<file path="src/rtl/rwos_pkg.sv">
// ----------------------------------------------------------------------------
// rwos_pkg
// Shared types, constants and tables for the reactive waypoint steering block.
// ----------------------------------------------------------------------------
package rwos_pkg;

  // field widths
  localparam int DistW   = 16;
  localparam int PosW    = 16;
  localparam int HdW     = 15;
  localparam int LinW    = 15;
  localparam int AngMaxW = 14;
  localparam int CmdW    = 15;
  localparam int ModeW   = 3;
  localparam int CfgAW   = 3;
  localparam int CfgDW   = 16;

  // cordic sizing
  localparam int CORDIC_STEPS_DEF = 14;
  localparam int CordicMax        = 20;
  localparam int IdxW             = $clog2(CordicMax);
  localparam int ZW               = 28;
  localparam int DivBits          = 15;

  // turn-rate divide by pi: floor(2^41 / pi_q24), one correction step after
  localparam int DivSteps   = 3;
  localparam int RecipMul   = 41721;
  localparam int RecipShift = 41;

  // angle constants, radians in Q24
  localparam logic signed [ZW:0] PiQ24     = 29'sd52707179;
  localparam logic signed [ZW:0] TwoPiQ24  = 29'sd105414358;
  localparam logic signed [ZW-1:0] HalfPiQ24 = 28'sd26353589;

  // scale factors
  localparam int MagGain  = 39797;
  localparam int Div10Mul = 52429;

  // distance and turn limits
  localparam int ArriveTol   = 38;
  localparam int SideNear    = 102;
  localparam int FrontNear   = 76;
  localparam int QuarterTurn = 6434;
  localparam int HalfTurn    = 12868;
  localparam int LinMin      = 41;

  // configuration register indexes
  localparam logic [CfgAW-1:0] CFG_GOAL_X  = 3'd0;
  localparam logic [CfgAW-1:0] CFG_GOAL_Y  = 3'd1;
  localparam logic [CfgAW-1:0] CFG_LIN_MAX = 3'd2;
  localparam logic [CfgAW-1:0] CFG_ANG_MAX = 3'd3;
  localparam logic [CfgAW-1:0] CFG_THR     = 3'd4;

  // mode codes
  localparam logic [ModeW-1:0] MODE_ARRIVED = 3'd0;
  localparam logic [ModeW-1:0] MODE_SEEK    = 3'd1;
  localparam logic [ModeW-1:0] MODE_DRIVE   = 3'd2;
  localparam logic [ModeW-1:0] MODE_TURN    = 3'd3;
  localparam logic [ModeW-1:0] MODE_FAULT   = 3'd4;
  localparam logic [ModeW-1:0] MODE_UNDEC   = 3'd5;

  // turn kinds
  localparam logic [1:0] TURN_LEFT  = 2'd0;
  localparam logic [1:0] TURN_RIGHT = 2'd1;
  localparam logic [1:0] TURN_FLIP  = 2'd2;

  typedef enum logic [2:0] {
    CLS_FAULT, CLS_ARRIVE, CLS_AVOID, CLS_SEEK, CLS_UNDEC
  } cls_t;

  typedef enum logic [3:0] {
    OP_NONE, OP_LOAD, OP_PREP, OP_DISP, OP_CITER, OP_MUL, OP_SCALE,
    OP_DIV, OP_SEEKFIN, OP_OUT
  } op_t;

  typedef struct packed {
    op_t             op;
    logic [IdxW-1:0] idx;
  } cmd_t;

  typedef struct packed {
    cls_t cls;
  } sts_t;

  // arctangent of 2^-i in Q24
  function automatic logic signed [ZW-1:0] atan_q24(input logic [IdxW-1:0] i);
    logic signed [ZW-1:0] v;
    case (i)
      5'd0:  v = 28'sd13176795;
      5'd1:  v = 28'sd7778716;
      5'd2:  v = 28'sd4110060;
      5'd3:  v = 28'sd2086331;
      5'd4:  v = 28'sd1047214;
      5'd5:  v = 28'sd524117;
      5'd6:  v = 28'sd262123;
      5'd7:  v = 28'sd131069;
      5'd8:  v = 28'sd65536;
      5'd9:  v = 28'sd32768;
      5'd10: v = 28'sd16384;
      5'd11: v = 28'sd8192;
      5'd12: v = 28'sd4096;
      5'd13: v = 28'sd2048;
      5'd14: v = 28'sd1024;
      5'd15: v = 28'sd512;
      5'd16: v = 28'sd256;
      5'd17: v = 28'sd128;
      5'd18: v = 28'sd64;
      5'd19: v = 28'sd32;
      default: v = '0;
    endcase
    return v;
  endfunction

endpackage

</file>
<file path="src/rtl/rwos_ctrl.sv">
// ----------------------------------------------------------------------------
// rwos_ctrl
// Sequencer: steps the datapath through classify, avoid or seek, cordic
// iterations, scaling, division and result hand-off.
// ----------------------------------------------------------------------------
module rwos_ctrl #(
  parameter int CORDIC_STEPS = rwos_pkg::CORDIC_STEPS_DEF
) (
  input  logic          clk,
  input  logic          rst,
  input  logic          in_valid,
  output logic          in_stall,
  output logic          out_valid,
  input  logic          out_stall,
  input  rwos_pkg::sts_t sts,
  output rwos_pkg::cmd_t cmd
);
  import rwos_pkg::*;

  typedef enum logic [3:0] {
    S_IDLE, S_PREP, S_DISP, S_CORD, S_MUL, S_SCALE, S_DIV, S_SEEK, S_FIN
  } state_t;

  state_t          state;
  logic [IdxW-1:0] idx;
  logic            out_free;

  assign in_stall = (state != S_IDLE);
  assign out_free = !out_valid || !out_stall;

  // command decode
  always_comb begin
    cmd.idx = idx;
    case (state)
      S_IDLE:  cmd.op = in_valid ? OP_LOAD : OP_NONE;
      S_PREP:  cmd.op = OP_PREP;
      S_DISP:  cmd.op = OP_DISP;
      S_CORD:  cmd.op = OP_CITER;
      S_MUL:   cmd.op = OP_MUL;
      S_SCALE: cmd.op = OP_SCALE;
      S_DIV:   cmd.op = OP_DIV;
      S_SEEK:  cmd.op = OP_SEEKFIN;
      S_FIN:   cmd.op = out_free ? OP_OUT : OP_NONE;
      default: cmd.op = OP_NONE;
    endcase
  end

  // state, step counter and result valid
  always_ff @(posedge clk) begin
    if (rst) begin
      state     <= S_IDLE;
      idx       <= '0;
      out_valid <= 1'b0;
    end else begin
      if (state == S_FIN && out_free) out_valid <= 1'b1;
      else if (out_valid && !out_stall) out_valid <= 1'b0;
      case (state)
        S_IDLE: begin
          if (in_valid) state <= S_PREP;
        end
        S_PREP: state <= S_DISP;
        S_DISP: begin
          idx <= '0;
          state <= (sts.cls == CLS_SEEK) ? S_CORD : S_FIN;
        end
        S_CORD: begin
          idx <= idx + 1'b1;
          if (idx == IdxW'(CORDIC_STEPS - 1)) state <= S_MUL;
        end
        S_MUL: state <= S_SCALE;
        S_SCALE: begin
          idx   <= IdxW'(DivSteps - 1);
          state <= S_DIV;
        end
        S_DIV: begin
          idx <= idx - 1'b1;
          if (idx == '0) state <= S_SEEK;
        end
        S_SEEK: state <= S_FIN;
        S_FIN: begin
          if (out_free) state <= S_IDLE;
        end
        default: state <= S_IDLE;
      endcase
    end
  end

endmodule

</file>
<file path="config.mk">
export PLATFORM = sky130hd
export DESIGN_NAME = rwos_ctrl
export DESIGN_NICKNAME = d
export VERILOG_FILES = /design/src/rtl/rwos_pkg.sv /design/src/rtl/rwos_ctrl.sv
export SDC_FILE = /design/constraint.sdc
export NUM_CORES = 1
export LEC_CHECK = 0
export ABC_AREA = 0
export BUFFER_PORTS_ARGS = -buffer_cell sky130_fd_sc_hd__buf_2
export CORE_UTILIZATION = 35
export DETAILED_ROUTE_END_ITERATION = 7
export PLACE_DENSITY_LB_ADDON = 0.2
export SLEW_MARGIN = 5
export SYNTH_ARGS = -nofsm -noshare
export SYNTH_HDL_FRONTEND = slang
export SYNTH_SLANG_ARGS = --single-unit
export TNS_END_PERCENT = 30
</file>
<file path="constraint.sdc">
create_clock -name clk -period 4.2 [get_ports clk]
set_input_delay 0.84 -clock clk [delete_from_list [all_inputs] [get_ports clk]]
set_output_delay 0.84 -clock clk [all_outputs]
set_load 0.1 [all_outputs]
</file>
==> results of run 1 <==
## layer usage
metal	vias to the layer above	GRT usage [%]	share of wire, %
li1	424	-	-
met1	373	22.9	51
met2	20	27.5	45
met3	2	4.39	3.3
met4	0	4.05	0.79
met5	-	0	0
## flip-flops by register name (all words and copies together), names as in the netlist
signal / count
idx: 5
state: 4
out_valid: 1
## kinds of logic after synthesis
| kind of cell | Yosys count | share of synthesized area (%) |
|---|---|---|
| xor+xnor | 6 | 6.11 |
| compound gates | 32 | 25.8 |
| mux | 2 | 2.33 |
| buf+inv | 16 | 9.17 |
| fa+ha+maj | 3 | 4.08 |
| flops | 10 | 23.3 |
| simple gates | 45 | 29.3 |
## worst register-to-register path, cell delays in order, from the launching register on
cell and delay [ps]:
dfxtp_1 690, nand4bb_1 470, xnor2_1 250, ha_1 220, or3_1 310, a21oi_1 210
a221oi_1 130, o311ai_1 280, a21oi_1 100
## final cells by class
| cell class | count | area, µm² | share of cell area [%] |
|---|---|---|---|
| well taps | 28 | 35.0 | 3.68 |
| inverters | 4 | 15.0 | 1.58 |
| repair buffers | 17 | 85.1 | 8.94 |
| multi-input cells | 88 | 581 | 61.0 |
| clock buffers | 4 | 36.3 | 3.81 |
| flip-flops and latches | 10 | 200 | 21.0 |
## power by group through the flow
stage               sequential, mW  clock [mW]  combinational, mW
floorplan                    0.165           0              0.403
global placement             0.176           0              0.436
detailed placement           0.176           0              0.436
CTS                          0.173      0.0920              0.438
global route                 0.182      0.0961              0.463
finish                       0.174      0.0902              0.436
## worst paths after layout
check | endpoint | slack, ps | cells past startpoint
hold reg to reg | idx[3] | 610 | 1
setup reg to reg | idx[4] | 1410 | 8
hold / removal | idx[3] | 610 | 1
setup / recovery | cmd[8] | 1240 | 3
## synthesized netlist by cell type (2+ instances only)
| master | number |
|---|---|
| a21oi_1 | 13 |
| a22o_1 | 2 |
| buf_2 | 3 |
| buf_4 | 2 |
| clkbuf_1 | 6 |
| dfxtp_1 | 10 |
| ha_1 | 2 |
| inv_1 | 3 |
| mux2i_1 | 2 |
| nand2_1 | 8 |
| nand2b_1 | 2 |
| nand4bb_1 | 2 |
| nor2_1 | 19 |
| nor2b_1 | 2 |
| nor3_1 | 4 |
| o21ai_0 | 3 |
| o22ai_1 | 2 |
| o32ai_1 | 2 |
| xnor2_1 | 5 |
==> results.txt, run 1 <==
The flow ran to the end, and the final reports show no timing, DRC or antenna violations. The post-layout worst setup margin came out at 1240 ps. The setup path with the least slack is of type flop to primary output. In the layout the commonest cells are nor2_1, buf_2, a21oi_1.

Walking the worst path, the cells encountered are or4b_4 > o22ai_1 > buf_2. The max-slew violation count is 0. The sequential area share after synthesis came out at 23.3%. Dividing the detail-routed wire length by the instance count gives 13.5 µm. The minimum period implied by the final worst setup slack came out at 2960 ps.

The number of violations reported at the end of detailed-routing iteration 0 is 13. The placed cell area came out at 916 µm². The final weighted congestion in routability-driven placement is 0.785. The number of global-route vias before repair is 731.

The mapped netlist covers 860 µm². The slowest stage of the critical path belongs to the cell dfxtp_1. The power density over cell area came out at 735 mW/mm². The synthesized design spends more area on one cell type than any other, namely dfxtp_1. After clock tree synthesis, the clock-pin slew on the worst setup and hold paths is 60 ps. The share of Yosys cell area claimed by the top area cell type came out at 23.3%. The switching component of the power came out at 419 µW.

The initial utilization of the core area, before any placement, comes to 38.1%. The total clock buffers created by CTS is 3. The internal power is 281 µW. The worst setup path is captured at a primary output. The sequential cell fraction of total power is 24.9%. The reg-to-reg critical path startpoint is state[1]. The die outline area came out at 0.00266 mm². The count of buffers from port buffering is 17. Summed over all nets, the half-perimeter wirelength after detailed placement is 1.44 mm.

The worst IR drop on VDD came out at 0.521 mV. The synthesized flop and latch total came out at 10. The worst clock skew came out at 12.6 ps. The number of ports placed on the die boundary is 18.

Setup repair after global routing left no endpoint under its margin. The fraction of final layout cells with drive strength greater than 1 is 22.0%. Including well taps, the total number of placed cells is 147. The clock network accounts for 12.9% of the total power.

The root buffer cell is clkbuf_4. The routed design has 2.03 mm of wire. In this run the post-CTS setup repair buffer count came out at 0.

Together, buffers and inverters on the worst path number 1. The worst setup path is launched from a flop. The post-layout utilization of the core came out at 42.2%.

The average footprint of a synthesized cell came out at 7.54 µm². The post-synthesis cell count came out at 114. The number of rows created at floorplan came out at 17. The worst hold slack after final layout is 612 ps. The maximum single-stage delay on the critical path is 700 ps. The number of antenna violations at the first check in global routing was 0. For the worst setup path, the data required time is 3360 ps. The leakage power summed over all cells came out at 0.408 nW. The number of library cell types mapped by synthesis came out at 41. The design draws 700 µW. The min-delay analysis places its worst path in the category flop to flop. The final layout net count came out at 133.

Setup violations remaining at the end of the flow were counted as 0. The worst hold path begins at idx[3]. The first global-routing pass estimated 3.39 mm of wire.

For this design, the CTS-stage hold fixing added 0 buffers. The final hold violation count came to 0. Synthesis produced a netlist with a net count of 123. The final critical path takes up 70.5% of the cycle. The main flop type after synthesis is dfxtp_1. The maximum number of pins on one net before global-route repair came out at 21. The number of warning messages in the yosys log came out at 0. The leading cell type in the layout, fill and taps excluded is nor2_1. The switching part of the total came out at 59.9%.

The vias after detailed routing came out at 819. The cell family contributing the most delay on the critical path is flip-flops. The horizontal extent of the die is 51.6 µm. Global routing consumed, over all layers together, 17.2% of the routing resources. Headroom to the max-slew limit came out at 60.2%. The level count of the clock H-tree came out at 1. The number of flops mapped to enable cells by yosys came out at 0. The combinational share of power is 62.2%. The DRC violation count after routing is 0. The post-layout instance count excluding filler cells came out at 151.

For this run, the detailed router's first-pass iteration total came to 4. The first element of the critical path is state[3]. The placeable core area came out at 0.00225 mm². In this run the deepest clock path goes through 2 buffers.

The final antenna-violating net count is 0. The fraction of synthesis flops using an asynchronous set or reset pin is 0%. The arrival time of the worst setup path came out at 2120 ps. The top fanout value on the critical path is 20. The clock latency of the later-clocked register in the worst-skew pair came out at 270 ps.

The area growth from synthesis to layout came out at 10.8%. The summed area of non-filler cells in the final layout came out at 952 µm². After global routing the overflow that remains totals 0. The overall die height is 51.6 µm.

By area the synthesized netlist is led by dfxtp_1, nor2_1, a21oi_1. The clock sink count is 10. The number of max-capacitance violations reported is 0. Gates resized during post-CTS repair numbered 0. The post-route setup TNS came out at 0 ps. The number of diodes added for antenna fixing is 0. The clock tree from TritonCTS is yes. For the pin with the worst max-slew slack, the measured transition is 596 ps.

The number of fill cells in the layout is 255. In the routed layout, each cell is associated on average with a via count of 5.42. The maximum frequency from static timing analysis is 338 MHz. The pre-CTS setup slack is 1490 ps.
No activity file was read; power rests on OpenSTA's default activity.
==> run 2: changes to the inputs <==
--- a/config.mk
+++ b/config.mk
@@ -5,7 +5,7 @@
 export SDC_FILE = /design/constraint.sdc
 export NUM_CORES = 1
 export LEC_CHECK = 0
-export ABC_AREA = 0
+export ABC_AREA = 1
 export BUFFER_PORTS_ARGS = -buffer_cell sky130_fd_sc_hd__buf_2
 export CORE_UTILIZATION = 35
 export DETAILED_ROUTE_END_ITERATION = 7
==> constraint.sdc (replaced) <==
create_clock -name clk -period 3.05 [get_ports clk]
set_input_delay 0.61 -clock clk [delete_from_list [all_inputs] [get_ports clk]]
set_output_delay 0.61 -clock clk [all_outputs]
set_load 0.1 [all_outputs]
==> run 2 against run 1 <==
  * Global-route usage down 0.81 points
  * Hold slack worse by 89 ps
  * Critical path depth up 3
  * Setup slack worse by 690 ps
  * Core utilization up 3.1 points
  * Via count down 0.49%
  * Final cell count up 13%
  * Synthesized cell count up 7.9%
  * Sequential cell count unchanged
  * Highest routed layer unchanged
  * Die area down 11%
  * Clock skew down 12 ps
  * Register-to-register slack worse by 150 ps
==> results.txt, run 2 <==
Result of the run: complete, no violations (unchanged). The minimum period implied by the final worst setup slack came out at 2500 ps. The length of the first detailed-routing pass in iterations is 4 (unchanged).

The final wirelength is 1.78 mm (was 2.03 mm). The average footprint of a synthesized cell came out at 6.19 µm² (was 7.54 µm²). The leading area contributor after synthesis is dfxtp_1 (unchanged). The number of endpoints failing setup at the final stage came out at 0 (unchanged). The main flop type after synthesis was dfxtp_1 (unchanged). The most repeated cell in the gate-level netlist after synthesis is nand2_1 (was nor2_1).

The number of ports placed on the die boundary came to 18 (unchanged). The top fanout value on the critical path is 6 (was 20). The post-CTS setup repair buffer count was 0 (unchanged). The total clock buffers created by CTS is 3 (unchanged). The placeable core area came to 0.00200 mm² (was 0.00225 mm²). The number of fill cells in the layout came out at 211 (was 255).

The maximum number of pins on one net before global-route repair came out at 9 (was 21). The number of diodes added for antenna fixing is 0 (unchanged). The worst clock skew is 0.524 ps (was 12.6 ps). The endpoint class of the critical path is a primary output (unchanged). The number of antenna violations at the first check in global routing is 0 (unchanged). The vias after detailed routing came to 815 (was 819). The number of gates given a new drive strength after cts came out at 0 (unchanged). The residual overflow from global routing is 0 (unchanged). The number of violations reported at the end of detailed-routing iteration 0 is 29 (was 13). The root buffer cell is clkbuf_4 (unchanged). The via density per instance is 4.79 (was 5.42).

The number of warning messages in the yosys log was 0 (unchanged). The level count of the clock H-tree came out at 1 (unchanged). Setup repair after global routing missed its margin: false (unchanged). The worst-case clock buffer depth is 2 (unchanged). Critical path cell sequence: nor2_1 > nand2_1 > nor2_1 > nand2_1 > o2111ai_1 > buf_2 (was or4b_4 > o22ai_1 > buf_2). The actual slew at the worst max-slew pin is 487 ps (was 596 ps). Top cell types by occurrence after synthesis: nand2_1, inv_1, nor2_1, dfxtp_1, nand3_1 (was nor2_1, a21oi_1, dfxtp_1, nand2_1, clkbuf_1). The clock sink count is 10 (unchanged). The final weighted congestion in routability-driven placement came to 0.912 (was 0.785). The final hold violation count came out at 0 (unchanged). The hold path startpoint is out_valid (was idx[3]).

The required arrival time at the worst endpoint is 2440 ps (was 3360 ps). The leading cell type in the layout, fill and taps excluded was nand2_1 (was nor2_1). The overall die height was 48.7 µm (was 51.6 µm).

The average wire per cell in the routed design is 10.4 µm (was 13.5 µm). The first element of the critical path is state[0] (was state[3]). The combined buffer and inverter count along the critical path is 1 (unchanged). The number of global-route vias before repair is 736 (was 731). The critical setup path kind is flop to primary output (unchanged). The number of max-capacitance violations reported is 0 (unchanged). The arrival time of the worst setup path came out at 1890 ps (was 2120 ps). The class of the tightest hold or removal check is flop to flop (unchanged).

Most frequent cells in the layout: nand2_1, inv_1, buf_2 (was nor2_1, buf_2, a21oi_1). The share of Yosys cell area claimed by the top area cell type came out at 26.3% (was 23.3%). The count of hold buffers inserted by post-cts repair is 0 (unchanged). The clock tree from TritonCTS is yes (unchanged). The number of flip-flops in the largest register came to 5 (unchanged). The overall global routing resource usage is 16.4% (was 17.2%). The total half-perimeter wirelength after legalization and detailed placement came to 1.41 mm (was 1.44 mm). The number of rows created at floorplan is 16 (was 17).

The clock-pin slew of the registers on the worst-case setup and hold paths is 60 ps (about the same). The highest-delay cell along the critical path is buf_2 (was dfxtp_1). The cell family with the largest share of critical-path delay is simple AND/OR/NAND/NOR gates (was flip-flops). Top flop regs: idx x5, state x4, out_valid x1 (unchanged). The max-slew violation count came out at 0 (unchanged). The effective utilization at floorplan was 38.1% (about the same). Main area contributors after synthesis: dfxtp_1, nand2_1, inv_1 (was dfxtp_1, nor2_1, a21oi_1). The clock latency of the later-clocked register in the worst-skew pair is 260 ps (was 270 ps). The launching element type of the critical path is a flop (unchanged).

The maximum frequency from static timing analysis came out at 399 MHz. The DRC violation count after routing came out at 0 (unchanged). The sequential area share after synthesis is 26.3% (was 23.3%).

The area growth from synthesis to layout came out at 19.2% (was 10.8%). The number of library cell types mapped by synthesis came out at 23 (was 41). The count of buffers from port buffering came out at 17 (unchanged). The die outline area was 0.00237 mm² (was 0.00266 mm²). The final antenna-violating net count came out at 0 (unchanged). The post-synthesis instance area is 762 µm² (was 860 µm²). The horizontal extent of the die was 48.7 µm (was 51.6 µm). The post-route setup TNS was 0 ps (unchanged). The final layout net count is 154 (was 133).

The number of flops mapped to enable cells by yosys is 0 (unchanged). The fraction of final layout cells with drive strength greater than 1 came out at 21.7% (was 22.0%). The synthesized flop and latch total was 10 (unchanged).

The register with the most flip-flops is idx (unchanged). The first-pass GRT wire length came out at 3.08 mm (was 3.39 mm). The maximum single-stage delay on the critical path is 460 ps (was 700 ps). The reg-to-reg critical path startpoint is state[2] (was state[1]). The headroom to the max-slew limit came out at 67.8% (was 60.2%). The ratio of final minimum period to clock period came out at 82.1%.

The post-synthesis cell count came out at 123 (was 114). The fraction of synthesis flops using an asynchronous set or reset pin is 0% (unchanged). The net count of the mapped netlist is 132 (was 123).
## run 2: cell count changes after synthesis, moves of 3 or more
cell | previous run | this run
a21oi_1 | 13 | 5
buf_2 | 3 | 0
clkbuf_1 | 6 | 0
inv_1 | 3 | 17
nand2_1 | 8 | 35
nand2_2 | 0 | 3
nand3_1 | 0 | 9
nor2_1 | 19 | 16
xnor2_1 | 5 | 2
## run 2: stage by stage
stage               util [%]  hold slack (ps)  setup WS (ps)  instance area [µm²]  cells
finish                  45.4              523            546                  908    170
global route            45.4              558            378                  908    170
CTS                     45.4              514            564                  908    170
detailed placement      44.3              499            851                  886    167
floorplan                  -              503            242                  767    123
global placement        44.3              507            925                  886    167
## run 2: final timing paths
check | endpoint | slack, ps | cells after the start
worst max-delay path | cmd[5] | 550 | 6
worst max register to register | idx[4] | 1260 | 12
worst min register to register | out_valid | 520 | 2
worst min-delay path | out_valid | 520 | 2
## run 2: cells by family (layout without fill, tap and decap cells)
kind of cell,count (synthesis),in the layout,share of synthesized area (%)
XOR/XNOR,2,2,2.30
flip-flops,10,10,26.3
buffers and inverters,18,38,8.87
AND/OR/NAND/NOR,75,75,47.0
adder cells (fa/ha/maj),2,2,3.28
AO/OA/AOI/OAI,16,16,12.3
## run 2: layout make-up
cell class / count / area, µm² / share of cell area, %
clock buffers: 3 / 22.5 / 2.48
well taps: 27 / 33.8 / 3.72
inverters: 18 / 67.6 / 7.44
flip-flops and latches: 10 / 200 / 22.0
repair buffers: 17 / 85.1 / 9.37
multi-input cells: 95 / 499 / 55.0
## run 2: per-layer routing
layer  vias to the layer above  part of all wire [%]  track usage (%)
met5                         -                     0                0
met4                         0                  0.79             5.88
met3                         2                   6.5             3.14
met2                        29                    39             23.1
met1                       344                    54             24.2
li1                        440                     -                -
## run 2: worst register-to-register path, delay by kind of cell (launching register included)
kind | cells | cell delay (ps)
fa+ha+maj | 1 | 250
simple gates | 7 | 680
buf+inv | 3 | 270
compound gates | 1 | 120
flops | 1 | 390
Power of run 2 is left out: the tool's default activity adds up to more than one toggle a clock period on the data nets, which glitch-free logic cannot reach.
